File: config.mk
export PLATFORM = sky130hd
export DESIGN_NAME = perceptron_training_step
export DESIGN_NICKNAME = d
export VERILOG_FILES = /design/src/hdl/pts_pkg.sv /design/src/hdl/pts_ram.sv /design/src/hdl/pts_ctrl.sv /design/src/hdl/pts_datapath.sv /design/src/hdl/perceptron_training_step.sv
export SDC_FILE = /design/constraint.sdc
export NUM_CORES = 2
export LEC_CHECK = 0
export BUFFER_PORTS_ARGS = -buffer_cell sky130_fd_sc_hd__buf_2
export CAP_MARGIN = 20
export CORE_MARGIN = 2
export CORE_UTILIZATION = 40
export DETAILED_ROUTE_END_ITERATION = 10
export SYNTH_ARGS = -nofsm -noshare
export SYNTH_HDL_FRONTEND = slang
export SYNTH_SLANG_ARGS = --single-unit
export TNS_END_PERCENT = 5
File: constraint.sdc
create_clock -name clk -period 8.9 [get_ports clk]
set_input_delay 1.335 -clock clk [delete_from_list [all_inputs] [get_ports clk]]
set_output_delay 1.335 -clock clk [all_outputs]
set_load 0.02 [all_outputs]
File: src/hdl/pts_pkg.sv
package pts_pkg;

  localparam int MAX_FEATURES_DEF  = 16;
  localparam int VALUE_WIDTH_DEF   = 16;
  localparam int ACC_WIDTH         = 40;
  localparam int FRAC_BITS         = 12;
  localparam int RATE_BITS         = 16;
  localparam int RATE_W            = 16;
  localparam int COUNT_W           = 5;
  localparam int CMD_W             = 2;
  localparam int INDEX_W           = 4;
  localparam int ERR_W             = 2;
  localparam int CFG_INDEX_W       = 2;
  localparam int CFG_DATA_W        = 16;

  localparam logic [RATE_W-1:0]  RATE_RESET  = 16'd6554;
  localparam logic [COUNT_W-1:0] COUNT_RESET = 5'd2;

  localparam logic [CMD_W-1:0] CMD_TRAIN       = 2'd0;
  localparam logic [CMD_W-1:0] CMD_LOAD_WEIGHT = 2'd1;
  localparam logic [CMD_W-1:0] CMD_LOAD_BIAS   = 2'd2;

  localparam logic [CFG_INDEX_W-1:0] REG_STEP_RATE     = 2'd0;
  localparam logic [CFG_INDEX_W-1:0] REG_FEATURE_COUNT = 2'd1;

  typedef struct packed {
    logic train;
    logic load_weight;
    logic load_bias;
    logic mul;
    logic acc;
    logic sum;
    logic scale;
    logic bias_upd;
    logic walk_rd;
    logic walk_mul;
    logic walk_wr;
  } pts_cmd_t;

  typedef struct packed {
    logic sample_end;
    logic walk_last;
  } pts_status_t;

endpackage

File: src/hdl/pts_ram.sv
module pts_ram #(
  parameter int WIDTH = 16,
  parameter int DEPTH = 16
) (
  input  logic                                  clk,
  input  logic                                  wr_en,
  input  logic [(DEPTH > 1 ? $clog2(DEPTH) : 1)-1:0] wr_addr,
  input  logic [WIDTH-1:0]                      wr_data,
  input  logic                                  rd_en,
  input  logic [(DEPTH > 1 ? $clog2(DEPTH) : 1)-1:0] rd_addr,
  output logic [WIDTH-1:0]                      rd_data
);

  logic [WIDTH-1:0] mem [DEPTH];

  always_ff @(posedge clk) begin
    if (wr_en) begin
      mem[wr_addr] <= wr_data;
    end
    if (rd_en) begin
      rd_data <= mem[rd_addr];
    end
  end

endmodule

File: src/hdl/pts_ctrl.sv
module pts_ctrl (
  input  logic                       clk,
  input  logic                       rst,
  input  logic                       item_valid,
  output logic                       item_stall,
  input  logic [pts_pkg::CMD_W-1:0]  cmd,
  output logic                       result_valid,
  input  logic                       result_stall,
  output pts_pkg::pts_cmd_t          ctrl,
  input  pts_pkg::pts_status_t       status
);

  localparam logic [3:0] S_IDLE  = 4'd0;
  localparam logic [3:0] S_MUL   = 4'd1;
  localparam logic [3:0] S_ACC   = 4'd2;
  localparam logic [3:0] S_SUM   = 4'd3;
  localparam logic [3:0] S_SCALE = 4'd4;
  localparam logic [3:0] S_BIAS  = 4'd5;
  localparam logic [3:0] S_WRD   = 4'd6;
  localparam logic [3:0] S_WMUL  = 4'd7;
  localparam logic [3:0] S_WUPD  = 4'd8;

  logic [3:0] state;
  logic [3:0] state_next;
  logic       result_valid_next;
  logic       out_free;
  logic       accept;

  assign item_stall = (state != S_IDLE);
  assign accept     = item_valid && (state == S_IDLE);
  // the output register frees up in the same cycle its transaction completes
  assign out_free   = !result_valid || !result_stall;

  always_comb begin
    ctrl       = '0;
    state_next = state;
    unique case (state)
      S_IDLE: begin
        if (accept) begin
          unique case (cmd)
            pts_pkg::CMD_TRAIN: begin
              ctrl.train = 1'b1;
              state_next = S_MUL;
            end
            pts_pkg::CMD_LOAD_WEIGHT: ctrl.load_weight = 1'b1;
            pts_pkg::CMD_LOAD_BIAS:   ctrl.load_bias = 1'b1;
            default: ;
          endcase
        end
      end
      S_MUL: begin
        ctrl.mul   = 1'b1;
        state_next = S_ACC;
      end
      S_ACC: begin
        ctrl.acc   = 1'b1;
        state_next = status.sample_end ? S_SUM : S_IDLE;
      end
      S_SUM: begin
        ctrl.sum   = 1'b1;
        state_next = S_SCALE;
      end
      S_SCALE: begin
        ctrl.scale = 1'b1;
        state_next = S_BIAS;
      end
      S_BIAS: begin
        ctrl.bias_upd = 1'b1;
        state_next    = S_WRD;
      end
      S_WRD: begin
        ctrl.walk_rd = 1'b1;
        state_next   = S_WMUL;
      end
      S_WMUL: begin
        ctrl.walk_mul = 1'b1;
        state_next    = S_WUPD;
      end
      S_WUPD: begin
        // hold until the previous result has left
        if (out_free) begin
          ctrl.walk_wr = 1'b1;
          state_next   = status.walk_last ? S_IDLE : S_WRD;
        end
      end
      default: state_next = S_IDLE;
    endcase
  end

  always_comb begin
    result_valid_next = result_valid;
    if (ctrl.walk_wr) begin
      result_valid_next = 1'b1;
    end else if (result_valid && !result_stall) begin
      result_valid_next = 1'b0;
    end
  end

  always_ff @(posedge clk) begin
    if (rst) begin
      state        <= S_IDLE;
      result_valid <= 1'b0;
    end else begin
      state        <= state_next;
      result_valid <= result_valid_next;
    end
  end

endmodule

File: src/hdl/pts_datapath.sv
module pts_datapath #(
  parameter int MAX_FEATURES = pts_pkg::MAX_FEATURES_DEF,
  parameter int VALUE_WIDTH  = pts_pkg::VALUE_WIDTH_DEF
) (
  input  logic                                clk,
  input  logic                                rst,
  input  pts_pkg::pts_cmd_t                   ctrl,
  output pts_pkg::pts_status_t                status,
  input  logic                                cfg_wr,
  input  logic [pts_pkg::CFG_INDEX_W-1:0]     cfg_index,
  input  logic [pts_pkg::CFG_DATA_W-1:0]      cfg_data,
  input  logic signed [VALUE_WIDTH-1:0]       feature_value,
  input  logic                                target,
  input  logic [pts_pkg::INDEX_W-1:0]         weight_index,
  input  logic signed [VALUE_WIDTH-1:0]       init_value,
  output logic [pts_pkg::INDEX_W-1:0]         out_index,
  output logic signed [VALUE_WIDTH-1:0]       weight_value,
  output logic signed [VALUE_WIDTH-1:0]       bias_value,
  output logic                                prediction,
  output logic signed [pts_pkg::ERR_W-1:0]    error_value,
  output logic                                last_result
);

  localparam int IDX_W = (MAX_FEATURES > 1) ? $clog2(MAX_FEATURES) : 1;
  localparam int CNT_W = $clog2(MAX_FEATURES + 1);
  localparam int ER_W  = pts_pkg::RATE_W + 2;
  localparam int PW    = VALUE_WIDTH + ER_W;
  localparam int ACC_W = pts_pkg::ACC_WIDTH;

  // configuration
  logic [pts_pkg::RATE_W-1:0]  step_rate;
  logic [pts_pkg::COUNT_W-1:0] feature_count;

  // control state
  logic [IDX_W-1:0]        counter;
  logic [IDX_W-1:0]        last_idx;
  logic [IDX_W-1:0]        walk_idx;
  logic                    sample_end;
  logic [ACC_W-1:0]        acc;
  logic signed [VALUE_WIDTH-1:0] bias;
  logic [MAX_FEATURES-1:0] weight_valid;
  logic                    rd_valid;

  // payload
  logic signed [VALUE_WIDTH-1:0]   feat_q;
  logic                            target_q;
  logic signed [2*VALUE_WIDTH-1:0] prod_acc;
  logic                            pred_q;
  logic signed [pts_pkg::ERR_W-1:0] err_q;
  logic signed [ER_W-1:0]          err_rate;
  logic signed [PW-1:0]            walk_prod;
  logic signed [VALUE_WIDTH-1:0]   walk_w;

  // combinational
  logic [CNT_W-1:0]              n_clamp;
  logic [CNT_W-1:0]              pos_inc;
  logic                          more;
  logic                          idx_ok;
  logic                          w_wr_en;
  logic [IDX_W-1:0]              w_wr_addr;
  logic [VALUE_WIDTH-1:0]        w_wr_data;
  logic                          w_rd_en;
  logic [IDX_W-1:0]              w_rd_addr;
  logic [VALUE_WIDTH-1:0]        w_rd_data;
  logic [VALUE_WIDTH-1:0]        f_rd_data;
  logic signed [VALUE_WIDTH-1:0] w_eff;
  logic [ACC_W-1:0]              bias_shift;
  logic [ACC_W-1:0]              total;
  logic                          pred;
  logic signed [ER_W-1:0]        rate_s;
  logic signed [PW-1:0]          b_sum;
  logic signed [PW-1:0]          w_sum;
  logic signed [VALUE_WIDTH-1:0] bias_new;
  logic signed [VALUE_WIDTH-1:0] w_new;

  function automatic logic signed [VALUE_WIDTH-1:0] sat_value(input logic signed [PW-1:0] v);
    logic fits;
    fits = (&v[PW-1:VALUE_WIDTH-1]) || !(|v[PW-1:VALUE_WIDTH-1]);
    if (fits) begin
      return v[VALUE_WIDTH-1:0];
    end else if (v[PW-1]) begin
      return {1'b1, {(VALUE_WIDTH-1){1'b0}}};
    end else begin
      return {1'b0, {(VALUE_WIDTH-1){1'b1}}};
    end
  endfunction

  // a count of zero acts as one, anything beyond the store acts as the store size
  always_comb begin
    if (feature_count == '0) begin
      n_clamp = CNT_W'(1);
    end else if (int'(feature_count) > MAX_FEATURES) begin
      n_clamp = CNT_W'(MAX_FEATURES);
    end else begin
      n_clamp = CNT_W'(feature_count);
    end
  end

  assign pos_inc = CNT_W'(counter) + CNT_W'(1);
  assign more    = (pos_inc < n_clamp);
  assign idx_ok  = (int'(weight_index) < MAX_FEATURES);

  assign w_wr_en   = (ctrl.load_weight && idx_ok) || ctrl.walk_wr;
  assign w_wr_addr = ctrl.walk_wr ? walk_idx : IDX_W'(weight_index);
  assign w_wr_data = ctrl.walk_wr ? w_new : init_value;
  assign w_rd_en   = ctrl.train || ctrl.walk_rd;
  assign w_rd_addr = ctrl.walk_rd ? walk_idx : counter;
  assign w_eff     = rd_valid ? signed'(w_rd_data) : '0;

  pts_ram #(
    .WIDTH (VALUE_WIDTH),
    .DEPTH (MAX_FEATURES)
  ) u_weight_ram (
    .clk     (clk),
    .wr_en   (w_wr_en),
    .wr_addr (w_wr_addr),
    .wr_data (w_wr_data),
    .rd_en   (w_rd_en),
    .rd_addr (w_rd_addr),
    .rd_data (w_rd_data)
  );

  pts_ram #(
    .WIDTH (VALUE_WIDTH),
    .DEPTH (MAX_FEATURES)
  ) u_feature_ram (
    .clk     (clk),
    .wr_en   (ctrl.train),
    .wr_addr (counter),
    .wr_data (feature_value),
    .rd_en   (ctrl.walk_rd),
    .rd_addr (walk_idx),
    .rd_data (f_rd_data)
  );

  // bias lines up with the Q8.24 products before the add; both wrap at the accumulator width
  assign bias_shift = ACC_W'(bias) << pts_pkg::FRAC_BITS;
  assign total      = acc + bias_shift;
  assign pred       = !total[ACC_W-1] && (|total);
  assign rate_s     = signed'({2'b00, step_rate});

  // arithmetic shifts floor toward minus infinity
  assign b_sum    = PW'(bias) + PW'(err_rate >>> (pts_pkg::RATE_BITS - pts_pkg::FRAC_BITS));
  assign bias_new = sat_value(b_sum);
  assign w_sum    = PW'(walk_w) + (walk_prod >>> pts_pkg::RATE_BITS);
  assign w_new    = sat_value(w_sum);

  assign status.sample_end = sample_end;
  assign status.walk_last  = (walk_idx == last_idx);

  always_ff @(posedge clk) begin
    if (rst) begin
      step_rate     <= pts_pkg::RATE_RESET;
      feature_count <= pts_pkg::COUNT_RESET;
      counter       <= '0;
      last_idx      <= '0;
      walk_idx      <= '0;
      sample_end    <= 1'b0;
      acc           <= '0;
      bias          <= '0;
      weight_valid  <= '0;
      rd_valid      <= 1'b0;
    end else begin
      if (cfg_wr) begin
        unique case (cfg_index)
          pts_pkg::REG_STEP_RATE:     step_rate <= cfg_data[pts_pkg::RATE_W-1:0];
          pts_pkg::REG_FEATURE_COUNT: feature_count <= cfg_data[pts_pkg::COUNT_W-1:0];
          default: ;
        endcase
      end
      if (w_wr_en) begin
        weight_valid[w_wr_addr] <= 1'b1;
      end
      if (w_rd_en) begin
        rd_valid <= weight_valid[w_rd_addr];
      end
      if (ctrl.train) begin
        if (more) begin
          counter    <= IDX_W'(pos_inc);
          sample_end <= 1'b0;
        end else begin
          counter    <= '0;
          last_idx   <= counter;
          sample_end <= 1'b1;
        end
      end
      if (ctrl.acc) begin
        acc <= acc + ACC_W'(prod_acc);
      end
      if (ctrl.load_bias) begin
        bias <= init_value;
      end
      if (ctrl.bias_upd) begin
        bias     <= bias_new;
        acc      <= '0;
        walk_idx <= '0;
      end
      if (ctrl.walk_wr) begin
        walk_idx <= walk_idx + IDX_W'(1);
      end
    end
  end

  always_ff @(posedge clk) begin
    if (ctrl.train) begin
      feat_q   <= feature_value;
      target_q <= target;
    end
    if (ctrl.mul) begin
      prod_acc <= w_eff * feat_q;
    end
    if (ctrl.sum) begin
      pred_q <= pred;
      err_q  <= signed'({1'b0, target_q} - {1'b0, pred});
    end
    if (ctrl.scale) begin
      if (err_q[1]) begin
        err_rate <= -rate_s;
      end else if (err_q[0]) begin
        err_rate <= rate_s;
      end else begin
        err_rate <= '0;
      end
    end
    if (ctrl.walk_mul) begin
      walk_prod <= err_rate * signed'(f_rd_data);
      walk_w    <= w_eff;
    end
    if (ctrl.walk_wr) begin
      out_index    <= pts_pkg::INDEX_W'(walk_idx);
      weight_value <= w_new;
      bias_value   <= bias;
      prediction   <= pred_q;
      error_value  <= err_q;
      last_result  <= status.walk_last;
    end
  end

endmodule

File: src/hdl/perceptron_training_step.sv
// After a load item the block takes the next item in the following cycle.
// A train feature passes through weight read, multiply and accumulate steps.
// The last feature of a sample adds sum, scale and bias update steps, then the
// weight walk issues one result per feature (read, multiply, update) unless stalled.
// Synchronous reset clears weights (by valid bits), bias, accumulator, counter and
// restores the learning rate to 6554 and the feature count to 2.
module perceptron_training_step #(
  parameter int MAX_FEATURES = pts_pkg::MAX_FEATURES_DEF,
  parameter int VALUE_WIDTH  = pts_pkg::VALUE_WIDTH_DEF
) (
  input  logic                             clk,
  input  logic                             rst,
  input  logic                             item_valid,
  output logic                             item_stall,
  input  logic [pts_pkg::CMD_W-1:0]        cmd,
  input  logic signed [VALUE_WIDTH-1:0]    feature_value,
  input  logic                             target,
  input  logic [pts_pkg::INDEX_W-1:0]      weight_index,
  input  logic signed [VALUE_WIDTH-1:0]    init_value,
  output logic                             result_valid,
  input  logic                             result_stall,
  output logic [pts_pkg::INDEX_W-1:0]      out_index,
  output logic signed [VALUE_WIDTH-1:0]    weight_value,
  output logic signed [VALUE_WIDTH-1:0]    bias_value,
  output logic                             prediction,
  output logic signed [pts_pkg::ERR_W-1:0] error_value,
  output logic                             last_result,
  input  logic                             cfg_valid,
  output logic                             cfg_ready,
  input  logic [pts_pkg::CFG_INDEX_W-1:0]  cfg_index,
  input  logic [pts_pkg::CFG_DATA_W-1:0]   cfg_data
);

  pts_pkg::pts_cmd_t    ctrl;
  pts_pkg::pts_status_t status;

  assign cfg_ready = 1'b1;

  pts_ctrl u_ctrl (
    .clk          (clk),
    .rst          (rst),
    .item_valid   (item_valid),
    .item_stall   (item_stall),
    .cmd          (cmd),
    .result_valid (result_valid),
    .result_stall (result_stall),
    .ctrl         (ctrl),
    .status       (status)
  );

  pts_datapath #(
    .MAX_FEATURES (MAX_FEATURES),
    .VALUE_WIDTH  (VALUE_WIDTH)
  ) u_datapath (
    .clk           (clk),
    .rst           (rst),
    .ctrl          (ctrl),
    .status        (status),
    .cfg_wr        (cfg_valid && cfg_ready),
    .cfg_index     (cfg_index),
    .cfg_data      (cfg_data),
    .feature_value (feature_value),
    .target        (target),
    .weight_index  (weight_index),
    .init_value    (init_value),
    .out_index     (out_index),
    .weight_value  (weight_value),
    .bias_value    (bias_value),
    .prediction    (prediction),
    .error_value   (error_value),
    .last_result   (last_result)
  );

endmodule

==> impl_metrics.tcl <==
set metrics [dict create \
    synth_flop_cell "edfxtp_1" \
    fmax_mhz 132 \
    dp_slack_ps 1390 \
    die_area_mm2 0.141 \
    path_buf_inv 5 \
    final_common_cell "edfxtp_1" \
    synthArstFlopShare 0 \
    drtIter0Drc 3073 \
    die_h_um 376 \
    wl_per_cell_um 22.0 \
    fp.dieW_um 376 \
    cts_tree "built" \
    finalCritPeriodShare 0.852 \
    grt_max_degree 66 \
    path_clk_slew_ps 60 \
    hold_violations 0 \
    outcome "complete, no violations" \
    cts_setup_buffers 0 \
    layout_common_cells "edfxtp_1, inv_1, fa_1, nand2_1, ha_1" \
    cts_resized 0 \
    critPathSlowestCell "dfxtp_2" \
    vias_per_cell 5.36 \
    layout-drive-gt1-share 0.118 \
    netlist_area_mm2 0.0553 \
    critPathRequiredTime_ps 9310 \
    ys_warn_count 0 \
    antenna_found_initial 16 \
    leakage_nw 25.4 \
    drt_wl_total_um 145000 \
    p_per_area_mw_per_mm2 134 \
    critPathTopFamily "adder cells" \
    maxSlewViolCount 0 \
    avgSynthCellArea_um2 12.0 \
    min_period_ps 7580 \
    arrival_ps 7980 \
    cts-root-buf "clkbuf_16" \
    highest_layer "met5" \
    fin_util 0.446 \
    peakVddDrop_uv 130 \
    hold_buffers 0 \
    dr_total_vias 35300 \
    syn_to_final_growth_pct 10.7 \
    crit_path_cell_trace "and2_1 -> nand2_1 -> inv_1 -> fa_1 -> inv_1 -> fa_1 -> fa_1 -> inv_1 -> fa_1 -> fa_1 -> inv_1 -> fa_1 -> inv_1 -> ha_1 -> a21oi_1 -> nand2b_1 -> nor2b_1 -> o211ai_1 -> a41o_1 -> a21boi_1 -> o21bai_1 -> o31a_1 -> a311o_1" \
    final.setup_skew_ps 40.9 \
    nets 5606 \
    setup_viol 0 \
    cp_common_cell "fa_1" \
    worst_pin_slew_ps 1090 \
    clk_path_buf_depth 3 \
    setup_tns_ps 0 \
    seq_area_mm2 0.0229 \
    worstHoldPathCells 0 \
    cp-start-kind "flop" \
    multiInputGateArea_mm2 0.0294 \
    netlist_instances 4622 \
    initial_core_util 0.403 \
    gp_congestion 0.897 \
    cp_max_fo 62 \
    layout.cells.non_filler 6581 \
    clock-sinks 800 \
    grt_use_total 0.207 \
    route.met2.wl_um 65500 \
    ys_types 82 \
    rows 136 \
    dpl.cell_count 6412 \
    routed-wl-met3_um 10500 \
    worst_skew_pair.late_latency_ps 690 \
    cp_slowest_stage_delay_ps 900 \
    cap_violations 0 \
    path_depth 23 \
    critPathCaptureType "flop" \
    port-buffer-count 103 \
    synth-seq-area-share 0.414 \
    ys_ff_latch 800 \
    relSlewSlack 0.275 \
    synth_edf_count 688 \
    fp.coreArea_mm2 0.137 \
    cts_buffers 88 \
    timing.final.ws_setup_ps 1320 \
    hold_class "flop to flop" \
    h-tree-depth 3 \
    total_power_w 0.00819 \
    grt_pass1_wl_um 221000 \
    grt_pass1_vias 35800 \
    overflow 0 \
    rsz0062_at_grt "false" \
    criticalPathCategory "flop to flop" \
    worst_r2r_path_depth 23 \
    dpl.hpwl_um 108000 \
    synth_fp_nets 5515 \
    remaining_drc_errors 0 \
    r2r_slack_ps 1320 \
    wl_met1_um 65900 \
    io_pins 105 \
    ant_nets 0 \
    num-fill-cells 12500 \
    drt_pass1_iterations 5 \
]
-- layer usage --
metal	up-vias	track usage
met5	-	0
met4	18	0.0489
met3	185	0.0362
met2	1035	0.319
met1	18100	0.304
li1	16000	-
-- final timing paths --
check	start	end
max	u_datapath.rd_valid	u_datapath.prod_acc[30]
min reg2reg	u_datapath.pred_q	u_datapath.prediction
min	u_datapath.pred_q	u_datapath.prediction
max reg2reg	u_datapath.rd_valid	u_datapath.prod_acc[30]
-- logic make-up (layout without fill, tap and decap cells) --
logic type      count (synthesis)  count (layout)  share of synthesized area
flops                         800             800                      0.414
xor+xnor                      130             130                     0.0209
fa+ha+maj                     831             831                      0.263
buf+inv                       857            1021                     0.0586
mux                           197             197                     0.0694
compound gates                555             555                     0.0654
other cells                     1               2                  0.0000678
simple gates                 1251            1251                      0.108
-- worst reg2reg max path: stages, from the launching register on --
cell and delay [ps]:
dfxtp_2 900, and2_1 580, nand2_1 190, inv_1 170
fa_1 420, inv_1 100, fa_1 430, fa_1 520
inv_1 60, fa_1 510, fa_1 500, inv_1 50
fa_1 470, inv_1 40, ha_1 340, a21oi_1 280
nand2b_1 110, nor2b_1 130, o211ai_1 140, a41o_1 310
a21boi_1 260, o21bai_1 160, o31a_1 290, a311o_1 350
-- sequential cells by signal, summed over array words and instances, names as in the netlist, 18 cells and up --
name,cells
u_datapath.acc,40
u_datapath.err_rate,18
u_datapath.prod_acc,32
u_datapath.u_feature_ram.mem,256
u_datapath.u_weight_ram.mem,256
u_datapath.walk_prod,18
-- synthesized netlist by cell type (all sizes together), types with 7 or more instances --
cell type / n / area (µm²)
nor3: 49 / 255
and3: 137 / 857
a211oi: 42 / 320
buf: 29 / 134
a2111oi: 9 / 116
xnor2: 95 / 851
mux2: 14 / 158
nand3: 39 / 195
a21o: 61 / 458
ha: 276 / 3450
mux4: 148 / 3330
fa: 555 / 11100
inv: 667 / 2500
o211ai: 18 / 135
xor2: 35 / 307
nand2: 510 / 1910
o21bai: 11 / 82.6
or2: 7 / 43.8
a21oi: 166 / 831
mux2i: 35 / 350
or3: 18 / 113
edfxtp: 688 / 20700
nand2b: 41 / 257
nand3b: 13 / 97.6
a31oi: 41 / 257
a221oi: 11 / 96.3
o21ai: 98 / 490
nand4: 19 / 119
and2: 150 / 938
nor2: 213 / 800
dfxtp: 112 / 2240
clkbuf: 160 / 601
nor2b: 28 / 175
o21a: 29 / 218
o2111ai: 7 / 61.3
o31ai: 13 / 116
-- power breakdown --
group	total [W]	switching [W]	internal (W)
Combinational	0.000353	0.000224	0.000129
Clock	0.00370	0.00154	0.00216
Sequential	0.00413	0.0000428	0.00409
-- final cells by class --
cell class,instances,share of cell area
multi-input combinational,2965,0.479
tap,1794,0.0367
clock buffer,118,0.0397
sequential,800,0.374
clock inverter,45,0.00813
timing repair buffer,190,0.0208
antenna,1,0.0000409
inverter,668,0.0410
-- stage by stage --
step	hold WS [ps]	cell area [µm²]
2_1_floorplan	400	55300
3_3_place_gp	411	58100
3_5_place_dp	412	58200
4_1_cts	425	61100
5_1_grt	427	61200
6_report	422	61200
Power figures use the tool's default switching activity.
